--- src/rtl/lcr_pkg.sv ---
// ----------------------------------------------------------------------------
// lcr_pkg
// Types and constants of the load cell converter serial reader.
// ----------------------------------------------------------------------------
`timescale 1ns / 1ps

package lcr_pkg;

	localparam int WEIGHT_W   = 25;
	localparam int OFFSET_W   = 24;
	localparam int GAIN_W     = 16;
	localparam int GAIN_FRAC  = 16;
	localparam int HALF_W     = 8;
	localparam int SETTLE_W   = 16;
	localparam int FINAL_W    = 8;
	localparam int TICK_W     = 16;
	localparam int CFG_IDX_W  = 3;
	localparam int CFG_DATA_W = 24;

	localparam logic [OFFSET_W-1:0] ZERO_OFFSET_RST = 24'd198650;
	localparam logic [GAIN_W-1:0]   GAIN_RST        = 16'd2979;
	localparam logic [HALF_W-1:0]   HALF_RST        = 8'd4;
	localparam logic [SETTLE_W-1:0] SETTLE_RST      = 16'd2000;
	localparam logic [FINAL_W-1:0]  FINAL_RST       = 8'd5;

	typedef enum logic [CFG_IDX_W-1:0] {
		CFG_ZERO_OFFSET = 3'd0,
		CFG_GAIN_Q16    = 3'd1,
		CFG_HALF_PERIOD = 3'd2,
		CFG_SETTLE      = 3'd3,
		CFG_FINAL_HIGH  = 3'd4
	} cfg_idx_t;

	typedef enum logic [5:0] {
		PH_IDLE   = 6'b000001,
		PH_SETTLE = 6'b000010,
		PH_WAIT   = 6'b000100,
		PH_HIGH   = 6'b001000,
		PH_LOW    = 6'b010000,
		PH_EXTRA  = 6'b100000
	} phase_t;

	typedef struct packed {
		logic [WEIGHT_W-1:0] weight;
		logic                clamped;
	} lcr_result_t;

endpackage

--- src/rtl/lcr_scale.sv ---
// ----------------------------------------------------------------------------
// lcr_scale
// Negate the signed converter code, add the zero offset, scale by the Q16
// gain, then clamp negatives to zero and saturate at the weight range.
// ----------------------------------------------------------------------------
`timescale 1ns / 1ps

module lcr_scale #(
	parameter int DATA_BITS = 24
) (
	input  logic [DATA_BITS-1:0]         code,
	input  logic [lcr_pkg::OFFSET_W-1:0] zero_offset,
	input  logic [lcr_pkg::GAIN_W-1:0]   gain_q16,
	output lcr_pkg::lcr_result_t         result
);

	localparam int SUM_W  = ((DATA_BITS > lcr_pkg::OFFSET_W) ? DATA_BITS : lcr_pkg::OFFSET_W) + 2;
	localparam int PROD_W = SUM_W + lcr_pkg::GAIN_W + 1;
	localparam int SHR_W  = PROD_W - lcr_pkg::GAIN_FRAC;

	logic signed [SUM_W-1:0]  code_ext;
	logic signed [SUM_W-1:0]  offs_ext;
	logic signed [SUM_W-1:0]  sum;
	logic signed [lcr_pkg::GAIN_W:0] gain_ext;
	logic signed [PROD_W-1:0] prod;
	logic [SHR_W-1:0]         shr;
	logic                     ovf;

	assign code_ext = SUM_W'($signed(code));
	assign offs_ext = $signed(SUM_W'(zero_offset));
	assign sum      = offs_ext - code_ext;
	assign gain_ext = $signed({1'b0, gain_q16});
	assign prod     = PROD_W'(sum) * PROD_W'(gain_ext);
	assign shr      = prod[PROD_W-1:lcr_pkg::GAIN_FRAC];
	assign ovf      = |shr[SHR_W-1:lcr_pkg::WEIGHT_W];

	always_comb begin
		if (prod[PROD_W-1]) begin
			result.weight  = '0;
			result.clamped = 1'b1;
		end else begin
			result.weight  = ovf ? '1 : shr[lcr_pkg::WEIGHT_W-1:0];
			result.clamped = 1'b0;
		end
	end

endmodule

--- src/rtl/load_cell_adc_serial_reader.sv ---
// ----------------------------------------------------------------------------
// load_cell_adc_serial_reader
// Bit-bang reader for a load cell converter: settle, wait for data ready,
// clock in a signed code MSB first, add the gain-select pulse, then scale.
// ----------------------------------------------------------------------------
//  channel | signals                                   | moves
//  in      | in_valid/in_ready, start_req, dout_level  | one time tick
//  out     | out_valid/out_ready, sck_level, busy_res, | pin and status state
//          | result_valid, weight, clamped             |   after each tick
//  cfg     | cfg_valid/cfg_ready, cfg_index, cfg_data  | register write
//
//  One tick per clock cycle sustained while out_ready does not stall the result; a request
//  passes the input register and then the result register on its way to the result.
//  Offset, negate, multiply and saturate are combinational, ahead of the result register.
//  While out_ready is low the result holds and the input register takes one more tick.
//  Asynchronous reset loads the register defaults and returns to idle at once.
// ----------------------------------------------------------------------------
`timescale 1ns / 1ps

module load_cell_adc_serial_reader #(
	parameter int DATA_BITS = 24
) (
	input  logic                           clk,
	input  logic                           arst_n,
	input  logic                           in_valid,
	output logic                           in_ready,
	input  logic                           start_req,
	input  logic                           dout_level,
	output logic                           out_valid,
	input  logic                           out_ready,
	output logic                           sck_level,
	output logic                           busy_res,
	output logic                           result_valid,
	output logic [lcr_pkg::WEIGHT_W-1:0]   weight,
	output logic                           clamped,
	input  logic                           cfg_valid,
	output logic                           cfg_ready,
	input  logic [lcr_pkg::CFG_IDX_W-1:0]  cfg_index,
	input  logic [lcr_pkg::CFG_DATA_W-1:0] cfg_data
);

	localparam int BCNT_W = $clog2(DATA_BITS + 1);

	logic [lcr_pkg::OFFSET_W-1:0] zero_offset_q;
	logic [lcr_pkg::GAIN_W-1:0]   gain_q;
	logic [lcr_pkg::HALF_W-1:0]   half_q;
	logic [lcr_pkg::SETTLE_W-1:0] settle_q;
	logic [lcr_pkg::FINAL_W-1:0]  final_q;

	logic valid_s1, start_s1, dout_s1, adv;

	lcr_pkg::phase_t              phase_q, phase_d;
	logic [lcr_pkg::TICK_W-1:0]   tick_q, tick_d, tick_dec, half_load, final_load;
	logic [BCNT_W-1:0]            bit_q, bit_d;
	logic [DATA_BITS-1:0]         shift_q, shift_d;
	logic                         sck_d, busy_d, done_d;
	lcr_pkg::lcr_result_t         calc, res_d;

	assign cfg_ready = 1'b1;

	always_ff @(posedge clk or negedge arst_n) begin
		if (!arst_n) begin
			zero_offset_q <= lcr_pkg::ZERO_OFFSET_RST;
			gain_q        <= lcr_pkg::GAIN_RST;
			half_q        <= lcr_pkg::HALF_RST;
			settle_q      <= lcr_pkg::SETTLE_RST;
			final_q       <= lcr_pkg::FINAL_RST;
		end else if (cfg_valid) begin
			unique case (cfg_index)
				lcr_pkg::CFG_ZERO_OFFSET: zero_offset_q <= cfg_data[lcr_pkg::OFFSET_W-1:0];
				lcr_pkg::CFG_GAIN_Q16:    gain_q        <= cfg_data[lcr_pkg::GAIN_W-1:0];
				lcr_pkg::CFG_HALF_PERIOD: half_q        <= cfg_data[lcr_pkg::HALF_W-1:0];
				lcr_pkg::CFG_SETTLE:      settle_q      <= cfg_data[lcr_pkg::SETTLE_W-1:0];
				lcr_pkg::CFG_FINAL_HIGH:  final_q       <= cfg_data[lcr_pkg::FINAL_W-1:0];
				default: ;
			endcase
		end
	end

	// input register
	assign adv      = valid_s1 && (!out_valid || out_ready);
	assign in_ready = !valid_s1 || adv;

	always_ff @(posedge clk or negedge arst_n) begin
		if (!arst_n) begin
			valid_s1 <= 1'b0;
		end else if (in_valid && in_ready) begin
			valid_s1 <= 1'b1;
		end else if (adv) begin
			valid_s1 <= 1'b0;
		end
	end

	always_ff @(posedge clk) begin
		if (in_valid && in_ready) begin
			start_s1 <= start_req;
			dout_s1  <= dout_level;
		end
	end

	lcr_scale #(
		.DATA_BITS(DATA_BITS)
	) u_scale (
		.code       (shift_q),
		.zero_offset(zero_offset_q),
		.gain_q16   (gain_q),
		.result     (calc)
	);

	assign tick_dec   = tick_q - 1'b1;
	assign half_load  = (half_q == '0) ? lcr_pkg::TICK_W'(1) : lcr_pkg::TICK_W'(half_q);
	assign final_load = (final_q == '0) ? lcr_pkg::TICK_W'(1) : lcr_pkg::TICK_W'(final_q);

	always_comb begin
		phase_d = phase_q;
		tick_d  = tick_q;
		bit_d   = bit_q;
		shift_d = shift_q;
		sck_d   = sck_level;
		done_d  = 1'b0;
		res_d.weight  = weight;
		res_d.clamped = clamped;
		unique case (phase_q)
			lcr_pkg::PH_IDLE: begin
				sck_d = 1'b0;
				if (start_s1) begin
					if (settle_q == '0) begin
						phase_d = lcr_pkg::PH_WAIT;
						tick_d  = '0;
					end else begin
						phase_d = lcr_pkg::PH_SETTLE;
						tick_d  = settle_q;
					end
				end
			end
			lcr_pkg::PH_SETTLE: begin
				sck_d  = 1'b0;
				tick_d = tick_dec;
				if (tick_dec == '0) begin
					phase_d = lcr_pkg::PH_WAIT;
				end
			end
			lcr_pkg::PH_WAIT: begin
				sck_d = 1'b0;
				if (!dout_s1) begin
					sck_d   = 1'b1;
					phase_d = lcr_pkg::PH_HIGH;
					tick_d  = half_load;
					bit_d   = '0;
					shift_d = '0;
				end
			end
			lcr_pkg::PH_HIGH: begin
				tick_d = tick_dec;
				if (tick_dec == '0) begin
					sck_d   = 1'b0;
					phase_d = lcr_pkg::PH_LOW;
					tick_d  = half_load;
				end
			end
			lcr_pkg::PH_LOW: begin
				tick_d = tick_dec;
				if (tick_dec == '0) begin
					shift_d = {shift_q[DATA_BITS-2:0], dout_s1};
					bit_d   = bit_q + 1'b1;
					sck_d   = 1'b1;
					if (bit_q >= BCNT_W'(DATA_BITS - 1)) begin
						phase_d = lcr_pkg::PH_EXTRA;
						tick_d  = final_load;
					end else begin
						phase_d = lcr_pkg::PH_HIGH;
						tick_d  = half_load;
					end
				end
			end
			lcr_pkg::PH_EXTRA: begin
				tick_d = tick_dec;
				if (tick_dec == '0) begin
					sck_d   = 1'b0;
					phase_d = lcr_pkg::PH_IDLE;
					bit_d   = '0;
					res_d   = calc;
					done_d  = 1'b1;
				end
			end
			default: begin
				phase_d = lcr_pkg::PH_IDLE;
				sck_d   = 1'b0;
			end
		endcase
		busy_d = (phase_d != lcr_pkg::PH_IDLE);
	end

	// sequence state and result register, both advance per tick
	always_ff @(posedge clk or negedge arst_n) begin
		if (!arst_n) begin
			phase_q      <= lcr_pkg::PH_IDLE;
			tick_q       <= '0;
			bit_q        <= '0;
			shift_q      <= '0;
			out_valid    <= 1'b0;
			sck_level    <= 1'b0;
			busy_res     <= 1'b0;
			result_valid <= 1'b0;
			weight       <= '0;
			clamped      <= 1'b0;
		end else begin
			if (adv) begin
				phase_q      <= phase_d;
				tick_q       <= tick_d;
				bit_q        <= bit_d;
				shift_q      <= shift_d;
				out_valid    <= 1'b1;
				sck_level    <= sck_d;
				busy_res     <= busy_d;
				result_valid <= done_d;
				weight       <= res_d.weight;
				clamped      <= res_d.clamped;
			end else if (out_ready) begin
				out_valid <= 1'b0;
			end
		end
	end

endmodule

--- config.mk ---
export PLATFORM = sky130hd
export DESIGN_NAME = load_cell_adc_serial_reader
export DESIGN_NICKNAME = d
export VERILOG_FILES = /design/src/rtl/lcr_pkg.sv /design/src/rtl/lcr_scale.sv /design/src/rtl/load_cell_adc_serial_reader.sv
export SDC_FILE = /design/constraint.sdc
export NUM_CORES = 1
export LEC_CHECK = 0
export BUFFER_PORTS_ARGS = -buffer_cell sky130_fd_sc_hd__buf_2
export CELL_PAD_IN_SITES_DETAIL_PLACEMENT = 0
export CELL_PAD_IN_SITES_GLOBAL_PLACEMENT = 1
export CORE_MARGIN = 3
export CORE_UTILIZATION = 55
export CTS_BUF_LIST = sky130_fd_sc_hd__clkbuf_4
export DETAILED_ROUTE_END_ITERATION = 7
export PLACE_DENSITY_LB_ADDON = 0.05
export SETUP_SLACK_MARGIN = 0.05
export SLEW_MARGIN = 40
export SYNTH_ARGS = -nofsm -noshare
export SYNTH_HDL_FRONTEND = slang
export SYNTH_SLANG_ARGS = --single-unit
export TNS_END_PERCENT = 10
--- constraint.sdc ---
create_clock -name clk -period 12.4 [get_ports clk]
set_input_delay 3.1 -clock clk [delete_from_list [all_inputs] [get_ports clk]]
set_output_delay 3.1 -clock clk [all_outputs]
set_load 0.1 [all_outputs]
==> results of run 1 <==
[cell usage in the layout (no fill, tap or decap), drive strengths merged, types with 63 or more instances in the layout]
| cell | count |
|---|---|
| ha | 131 |
| mux2 | 78 |
| inv | 523 |
| a21oi | 79 |
| buf | 89 |
| fa | 404 |
| dfrtp | 126 |
| nor2 | 63 |
| o21ai | 102 |
| nand2 | 317 |
| and2 | 148 |
[state kept, by name, summed over array words and instances, names as in the netlist, 5 cells and up]
| signal | count |
|---|---|
| bit_q | 5 |
| final_q | 8 |
| gain_q | 16 |
| half_q | 8 |
| phase_q | 6 |
| settle_q | 16 |
| shift_q | 24 |
| tick_q | 16 |
| weight | 25 |
| zero_offset_q | 24 |
[how the worst max path moves through the flow]
stage                 end  slack (ns)  cells past startpoint
2_1_floorplan  weight[10]        4.26                     30
3_3_place_gp    weight[8]        2.77                     28
3_5_place_dp   weight[12]        2.63                     29
4_1_cts        weight[10]        2.58                     29
5_1_grt         weight[1]        1.84                     29
6_report       weight[10]        2.47                     29
[kinds of logic (layout without fill, tap and decap cells)]
logic type | Yosys count | after routing
AND/OR/NAND/NOR | 704 | 704
buffers and inverters | 628 | 636
adder cells (fa/ha/maj) | 535 | 535
AO/OA/AOI/OAI | 351 | 351
flip-flops | 156 | 156
multiplexers | 92 | 92
XOR/XNOR | 55 | 55
other | 1 | 3
[through the flow]
| step | hold slack [ns] | instance area (um2) |
|---|---|---|
| detailed placement | 0.464 | 24400 |
| global route | 0.537 | 24700 |
| CTS | 0.503 | 24700 |
| finish | 0.496 | 24700 |
| floorplan | 0.463 | 23400 |
| global placement | 0.454 | 24200 |
[cells in the mapped netlist (4+ instances only)]
library cell | count | area [um2]
and3_1 | 9 | 56.3
a21boi_0 | 6 | 45.0
o211ai_1 | 9 | 67.6
nand2_1 | 317 | 1190
a211oi_1 | 6 | 45.0
o21a_1 | 11 | 82.6
a22o_1 | 29 | 254
ha_1 | 131 | 1640
mux2i_1 | 14 | 140
o21ai_0 | 90 | 450
o31a_1 | 4 | 35.0
nand2b_1 | 35 | 219
mux2_2 | 78 | 878
nor3b_1 | 6 | 45.0
buf_4 | 5 | 37.5
dfstp_2 | 28 | 736
o31ai_1 | 7 | 52.6
o21bai_1 | 8 | 60.1
nor3_1 | 24 | 120
a22oi_1 | 10 | 75.1
a31oi_1 | 18 | 113
dfrtp_1 | 126 | 3150
or2_2 | 6 | 37.5
a221o_1 | 6 | 60.1
xnor2_1 | 33 | 289
fa_1 | 404 | 8090
a21oi_1 | 78 | 390
buf_2 | 11 | 55.1
and2_1 | 146 | 913
xor2_1 | 21 | 184
nor2_1 | 63 | 236
o21ai_1 | 11 | 55.1
clkbuf_1 | 92 | 345
nand3b_1 | 5 | 37.5
nor4_1 | 12 | 75.1
nand4_1 | 6 | 37.5
nand3_1 | 21 | 105
inv_1 | 515 | 1930
nor2b_1 | 27 | 169
a21o_1 | 27 | 203
or3_1 | 4 | 25.0
[metal layers]
layer  vias up  part of all wire (%)  track usage, %
li1       7838                     -               -
met1      8969                    43            39.9
met2       483                    48            48.5
met3       113                   5.2            3.51
met4         0                   3.4            9.75
met5         -                     0               0
[final cells by class]
class | instances | area share [%]
multi-input cells | 1738 | 70.1
flip-flops and latches | 156 | 16.0
inverters | 515 | 7.83
well taps | 539 | 2.73
repair buffers | 89 | 2.18
clock inverters | 14 | 0.613
clock buffers | 18 | 0.547
diodes | 2 | 0.0203
[worst max-delay path, delay by kind of cell, from the launching register on]
family,cells,cell delay (ns)
AO/OA/AOI/OAI,12,4.06
adder cells (fa/ha/maj),8,3.85
AND/OR/NAND/NOR,5,1.03
buffers and inverters,4,0.49
flip-flops,1,0.40
==> results.tsv, run 1 <==
stage	metric	value	unit
synthesis	Post-synth ARST share	98.7	%
cts	Clk Latency, worst-skew pair	0.68	ns
critical_path	crit end category	flop	
finish	layout cells sized above 1	11.1	%
synthesis	sequential fraction of the synthesis area	16.8	%
critical_path	Most common cell on crit path	fa_1	
critical_path	Reg2Reg Depth	29	
floorplan	# rows	75	
finish	Syn-to-layout area delta	5.33	%
global_route	first-pass GRT wire length	100000	um
cts	post-cts resize count	0	
critical_path	reg2reg end	weight[10]	
synthesis	YS warnings	0	
critical_path	critical path required time	12.98	ns
finish	Final Core Density	58.7	%
synthesis	synthesized area	23400	um2
timing	RSZ-0062 raised after global routing	no	
critical_path	crit path DAT	10.51	ns
cts	Root Driver	clkbuf_4	
status	status	complete, no violations	
worst_hold_path	Hold Path Class	reg -> reg	
synthesis	Post-Synth Simple-Gate Area	15.0	%
timing	Final period util	80.1	%
critical_path	Setup CP Type	reg -> reg	
critical_path	FF-to-FF setup slack	2.47	ns
cts	Clock Path Buffers	2	
critical_path	worst r2r src	shift_q[9]	
synthesis	EDFF count, synth	2	
synthesis	Post-Syn Nets	3091	
drt	DR WL/cell	20.0	um
global_route	via count of the first global-routing pass	18400	
critical_path	CP startpoint	shift_q[9]	
finish	Non-Filler Instances	3071	
finish	Multi-input gate area	17300	um2
drt	remaining antenna violation count	0	
timing	sum of negative setup slack	0	ns
critical_path	CP max stage delay	0.72	ns
placement	placed instance count	3036	
timing	final hold vios	0	
drt	DRT Wirelength	61400	um
synthesis	Compound-Gate Fraction of Synth Area	9.91	%
synthesis	Mapped Avg Cell Area	9.30	um2
cts	# clock sinks	156	
global_route	initial antenna violation count	2	
synthesis	Synth Instances	2522	
global_route	largest net degree at the start of global routing	104	
timing	Worst Clk Skew	0.0433	ns
synthesis	Synth Area in XOR/XNOR	2.13	%
cts	postcts setup bufs	0	
floorplan	Initial Utilization	55.8	%
timing	# setup viols final	0	
run	max cap viols	0	
worst_hold_path	HP Start	sck_level	
timing	Slew @ Worst Pin	0.859	ns
placement	routability congestion estimate	0.910	
critical_path	top fanout value on the critical path	13	
critical_path	Startpoint Class	flop	
timing	Max Slew Vio Count	0	
drt	DRC	0	
drt	vias	17400	
finish	fill cell count	3772	
worst_hold_path	hold path depth	2	
floorplan	chip width	212	um
synthesis	post-synthesis mux area share	4.34	%
placement	hpwl dp	46600	um
timing	Period minus WS final	9.93	ns
floorplan	die area	45100	um2
drt	DRT Pass-1 Iters	6	
finish	Sequential cell area	3950	um2
timing	fin worst setup slack	2.47	ns
synthesis	main combinational cell family by area after synthesis	adder cells	
synthesis	leading register cell type out of synthesis	dfrtp_1	
critical_path	Worst path slowest cell	a211oi_1	
cts	# hold bufs at CTS	0	
floorplan	I/O Pins	66	
synthesis	FF+latch count, synth	156	
placement	IO Port Bufs	64	
drt	post-DR vias/cell	5.67	
worst_hold_path	Hold Path End	sck_level	
timing	slew margin rel.	42.4	%
cts	H-Tree Level Count	4	
global_route	overall routing resource usage	29.1	%
floorplan	Core Area	42000	um2
cts	clock-pin slew on the worst setup and hold paths	0.17	ns
floorplan	chip height	212	um
finish	Layout Nets	3086	
global_route	global route overflow	0	
timing	Max Fclk	101	MHz
cts	CTS tree	built	
drt	Detailed Route Iter0 Violations	1254	
cts	Inserted Clock Buffers	17	
synthesis	Unique masters post-synth	88	
synthesis	Post-Synth Adder-Cell Area	41.5	%
placement	DP Worst Slack	2.63	ns
Power of run 1 is left out: the tool's default activity adds up to more than one toggle a clock period on the data nets, which glitch-free logic cannot reach.
==> run 2: changes to the inputs <==
Settings changed: CORE_UTILIZATION 55 to 52.
Clock period 12.4 ns to 9.15 ns, I/O delays scaled along.
==> run 2 against run 1 <==
  * Critical path depth rose by 2
  * Clock-buffer cell count fell by 1
  * Critical endpoint is now weight[1]
  * Register-to-register slack got worse by 2.1 ns
  * Utilization fell by 2.1 points
==> results.tsv, run 2 (same netlist as run 1, synthesis figures left out) <==
stage	metric	value	unit
placement	routability congestion estimate	0.895	
cts	# clock sinks	156	
cts	Clock Path Buffers	2	
global_route	overall routing resource usage	27.8	%
worst_hold_path	Hold Path Class	reg -> reg	
critical_path	FF-to-FF setup slack	0.34	ns
cts	H-Tree Level Count	4	
cts	CTS tree	built	
floorplan	Core Area	44400	um2
critical_path	Critical Path End	weight[1]	
global_route	global route overflow	0	
finish	commonest non-fill, non-tap cell in the layout	inv_1	
timing	slew margin rel.	45.0	%
critical_path	reg2reg end	weight[1]	
drt	DRT Wirelength	62100	um
cts	Root Driver	clkbuf_4	
timing	Worst Clk Skew	0.0392	ns
critical_path	Startpoint Class	flop	
drt	Detailed Route Iter0 Violations	1037	
critical_path	crit end category	flop	
global_route	first-pass GRT wire length	102000	um
timing	Final period util	96.3	%
timing	Period minus WS final	8.81	ns
drt	remaining antenna violation count	0	
drt	vias	17500	
floorplan	Initial Utilization	52.8	%
floorplan	chip width	218	um
critical_path	Worst path slowest cell	fa_1	
global_route	largest net degree at the start of global routing	92	
cts	Clk Latency, worst-skew pair	0.71	ns
run	max cap viols	0	
critical_path	Setup CP Type	reg -> reg	
finish	top flop regs	weight x25, shift_q x24, zero_offset_q x24	
finish	max reg flops	25	
timing	Slew @ Worst Pin	0.825	ns
floorplan	I/O Pins	66	
critical_path	worst r2r src	shift_q[0]	
drt	DRC	0	
global_route	initial antenna violation count	2	
timing	final hold vios	0	
finish	Syn-to-layout area delta	7.22	%
worst_hold_path	hold path depth	2	
finish	fill cell count	4117	
floorplan	chip height	218	um
floorplan	die area	47700	um2
timing	RSZ-0062 raised after global routing	yes	
status	status	complete, no violations	
critical_path	top fanout value on the critical path	13	
cts	clock-pin slew on the worst setup and hold paths	0.16	ns
drt	DRT Pass-1 Iters	5	
timing	Max Slew Vio Count	0	
floorplan	# rows	77	
global_route	via count of the first global-routing pass	18500	
critical_path	Most common cell on crit path	fa_1	
critical_path	crit path DAT	9.40	ns
critical_path	Reg2Reg Depth	31	
finish	Layout Nets	3129	
critical_path	CP max stage delay	0.54	ns
finish	layout cells sized above 1	13.3	%
finish	largest register by flop count	weight	
placement	IO Port Bufs	64	
critical_path	critical path required time	9.74	ns
placement	hpwl dp	48400	um
drt	post-DR vias/cell	5.52	
critical_path	CP startpoint	shift_q[0]	
drt	DR WL/cell	19.6	um
cts	Inserted Clock Buffers	17	
timing	sum of negative setup slack	0	ns
timing	Max Fclk	114	MHz
cts	# hold bufs at CTS	0	
finish	most frequent cells in the layout	512 x inv_1, 403 x fa_1, 315 x nand2_1	
timing	# setup viols final	0	
==> run 2: changes by cell type in the layout (fill, tap and decap cells not counted), moves of 3 or more <==
cell      previous run  this run
xor2_4               3         0
clkinv_8             1         5
ha_1               130       127
o21ai_0             89        83
xor2_1              17        21
inv_1              515       512
buf_6                0         3
o21ai_1             12        18
buf_4               24        64
a21oi_2              0         3
inv_6                4         1
==> run 2: metal layers <==
metal | track usage [%] | part of all wire, %
met5 | 0 | 0
met4 | 7.50 | 2.3
met3 | 3.18 | 3.8
met2 | 46.9 | 50
met1 | 38.2 | 44
==> run 2: repair_timing <==
item | CTS | global route
buffers inserted | 3 | 10
gates resized for setup | 1 | 40
endpoints found under the setup margin | 13 | 26
pin swaps | 1 | 27
==> run 2: cell type report <==
class / count / area (um2) / area share (%)
repair buffers: 132 / 872 / 3.47
flip-flops and latches: 156 / 3950 / 15.7
multi-input cells: 1738 / 17300 / 68.9
well taps: 592 / 741 / 2.95
inverters: 515 / 1940 / 7.70
clock buffers: 17 / 128 / 0.508
diodes: 2 / 5.00 / 0.0199
clock inverters: 15 / 189 / 0.752
==> run 2: worst min path at each step <==
stage	from	endpoint	slack, ns
global placement	clamped	clamped	0.46
floorplan	bit_q[3]	bit_q[3]	0.46
CTS	phase_q[0]	phase_q[0]	0.51
global route	clamped	clamped	0.54
detailed placement	clamped	clamped	0.47
finish	clamped	clamped	0.50
==> run 2: stage by stage <==
| stage | hold WS, ns | utilization [%] | cells | setup slack [ns] | area, um2 |
|---|---|---|---|---|---|
| 2_1_floorplan | 0.463 | - | 2522 | 1.01 | 23400 |
| 3_3_place_gp | 0.458 | 55.1 | 3119 | 0.0587 | 24500 |
| 3_5_place_dp | 0.474 | 55.2 | 3119 | -0.0547 | 24500 |
| 4_1_cts | 0.509 | 56.0 | 3154 | 0.126 | 24900 |
| 5_1_grt | 0.544 | 56.6 | 3167 | -0.00160 | 25100 |
| 6_report | 0.502 | 56.6 | 3167 | 0.340 | 25100 |
==> run 2: critical path: cells and delay by family (launching register included) <==
| kind | cells | cell delay, ns |
|---|---|---|
| AOI/OAI and AO/OA | 11 | 2.88 |
| buffers and inverters | 4 | 0.22 |
| DFF | 1 | 0.46 |
| and+or+nand+nor | 6 | 1.00 |
| xor gates and xnor gates | 1 | 0.19 |
| adders and majority gates | 9 | 3.97 |
Power of run 2 is left out for the same reason.
==> run 3: changes to the inputs <==
Settings changed: CORE_ASPECT_RATIO set to 1.75.
==> run 3 against run 2 <==
  * Clock skew increased by 0.0084 ns
  * Global-route usage rose by 0.67 points
  * Register-to-register slack about the same
  * Via count increased by 1.0%
  * Fmax is 0.16% lower
  * Critical endpoint is now weight[11]
  * Highest routed layer unchanged
==> results.tsv, run 3 (same netlist as run 1, synthesis figures left out) <==
stage	metric	value	unit
status	status	complete, no violations	
floorplan	Initial Utilization	52.8	%
finish	top flop regs	weight x25, shift_q x24, zero_offset_q x24	
critical_path	top fanout value on the critical path	12	
critical_path	worst r2r src	shift_q[0]	
timing	final hold vios	0	
drt	post-DR vias/cell	5.59	
drt	DRT Pass-1 Iters	5	
timing	Max Slew Vio Count	0	
floorplan	chip height	287	um
global_route	initial antenna violation count	1	
drt	vias	17700	
finish	Final Core Density	57.3	%
finish	most frequent cells in the layout	514 x inv_1, 396 x fa_1, 314 x nand2_1	
timing	fin worst setup slack	0.326	ns
timing	slew margin rel.	45.6	%
timing	RSZ-0062 raised after global routing	yes	
timing	Max Fclk	113	MHz
critical_path	Most common cell on crit path	fa_1	
floorplan	Core Area	44400	um2
run	max cap viols	0	
global_route	largest net degree at the start of global routing	80	
finish	max reg flops	25	
drt	DR WL/cell	20.5	um
placement	IO Port Bufs	64	
finish	Syn-to-layout area delta	8.59	%
timing	Slew @ Worst Pin	0.816	ns
critical_path	Startpoint Class	flop	
cts	CTS tree	built	
timing	# setup viols final	0	
finish	Layout Nets	3143	
cts	Clock Path Buffers	2	
worst_hold_path	Hold Path Class	reg -> reg	
placement	routability congestion estimate	0.917	
critical_path	CP max stage delay	0.53	ns
critical_path	crit path DAT	9.32	ns
critical_path	crit end category	flop	
drt	Detailed Route Iter0 Violations	955	
timing	Final period util	96.4	%
global_route	overall routing resource usage	28.4	%
floorplan	# rows	102	
finish	Multi-input gate area	17500	um2
finish	Sequential cell area	3950	um2
critical_path	Reg2Reg Depth	32	
finish	largest register by flop count	weight	
global_route	via count of the first global-routing pass	19800	
worst_hold_path	Hold Path End	result_valid	
critical_path	reg2reg end	weight[11]	
timing	Period minus WS final	8.82	ns
critical_path	Worst path slowest cell	fa_1	
finish	fill cell count	4057	
critical_path	critical path required time	9.65	ns
drt	DRT Wirelength	64900	um
drt	DRC	0	
placement	DP Worst Slack	-0.390	ns
timing	Worst Clk Skew	0.0476	ns
worst_hold_path	hold path depth	2	
global_route	global route overflow	0	
critical_path	Setup CP Type	reg -> reg	
cts	# clock sinks	156	
floorplan	die area	47800	um2
finish	layout cells sized above 1	14.5	%
cts	H-Tree Level Count	4	
cts	clock-pin slew on the worst setup and hold paths	0.19	ns
floorplan	chip width	167	um
worst_hold_path	HP Start	result_valid	
placement	hpwl dp	51600	um
cts	Clk Latency, worst-skew pair	0.64	ns
finish	commonest non-fill, non-tap cell in the layout	inv_1	
cts	Inserted Clock Buffers	17	
drt	remaining antenna violation count	0	
global_route	first-pass GRT wire length	106000	um
floorplan	I/O Pins	66	
cts	Root Driver	clkbuf_4	
critical_path	FF-to-FF setup slack	0.33	ns
## run 3: changes by cell type in the layout (fill, tap and decap cells not counted), sizes merged
cell,delta
diode,-1
inv,+2
clkbuf,+2
buf,+13
clkinv,-6
bufinv,+3
## run 3: cell type report
cell class | count | area share [%]
Antenna cell | 1 | 0.00983
Timing Repair Buffer | 146 | 4.17
Tap cell | 572 | 2.81
Inverter | 515 | 7.61
Sequential cell | 156 | 15.5
Clock buffer | 18 | 0.531
Multi-Input combinational cell | 1738 | 68.6
Clock inverter | 14 | 0.776
## run 3: how the worst max path moves through the flow
stage | from | to | slack, ns | cells after the start
after floorplan | zero_offset_q[4] | weight[10] | 1.01 | 30
after global placement | shift_q[14] | weight[11] | -0.30 | 28
after detailed placement | shift_q[0] | weight[21] | -0.39 | 30
after CTS | shift_q[0] | weight[21] | 0.05 | 32
after global routing | shift_q[0] | weight[21] | 0.03 | 31
final | shift_q[0] | weight[11] | 0.33 | 32
## run 3: what timing repair did
action | CTS | global route
resized for setup | 9 | 69
buffers inserted | 5 | 15
endpoints found under the setup margin | 25 | 26
gates cloned | 0 | 1
hold buffers | 0 | 0
pin swaps | 5 | 39
## run 3: critical path: cells and delay by family, from the launching register on
family	cells	cell delay, ns
adder cells (fa/ha/maj)	9	3.87
AO/OA/AOI/OAI	9	2.14
AND/OR/NAND/NOR	7	1.51
flip-flops	1	0.46
XOR/XNOR	1	0.15
buffers and inverters	6	0.52
## run 3: metal layers
| metal | part of all wire (%) | up-vias | track usage, % |
|---|---|---|---|
| li1 | - | 7956 | - |
| met1 | 35 | 9083 | 31.1 |
| met2 | 56 | 452 | 54.4 |
| met3 | 3.5 | 171 | 3.00 |
| met4 | 5.4 | 0 | 13.7 |
| met5 | 0 | - | 0 |
## run 3: stage by stage
| stage | cell area (um2) | TNS [ns] | instances | hold slack [ns] |
|---|---|---|---|---|
| floorplan | 23400 | 0 | 2522 | 0.463 |
| global route | 25500 | 0 | 3160 | 0.524 |
| global placement | 24500 | -6.33 | 3106 | 0.456 |
| finish | 25500 | 0 | 3160 | 0.499 |
| detailed placement | 24600 | -8.22 | 3106 | 0.462 |
| CTS | 25000 | 0 | 3143 | 0.504 |
Power of run 3 is left out for the same reason.
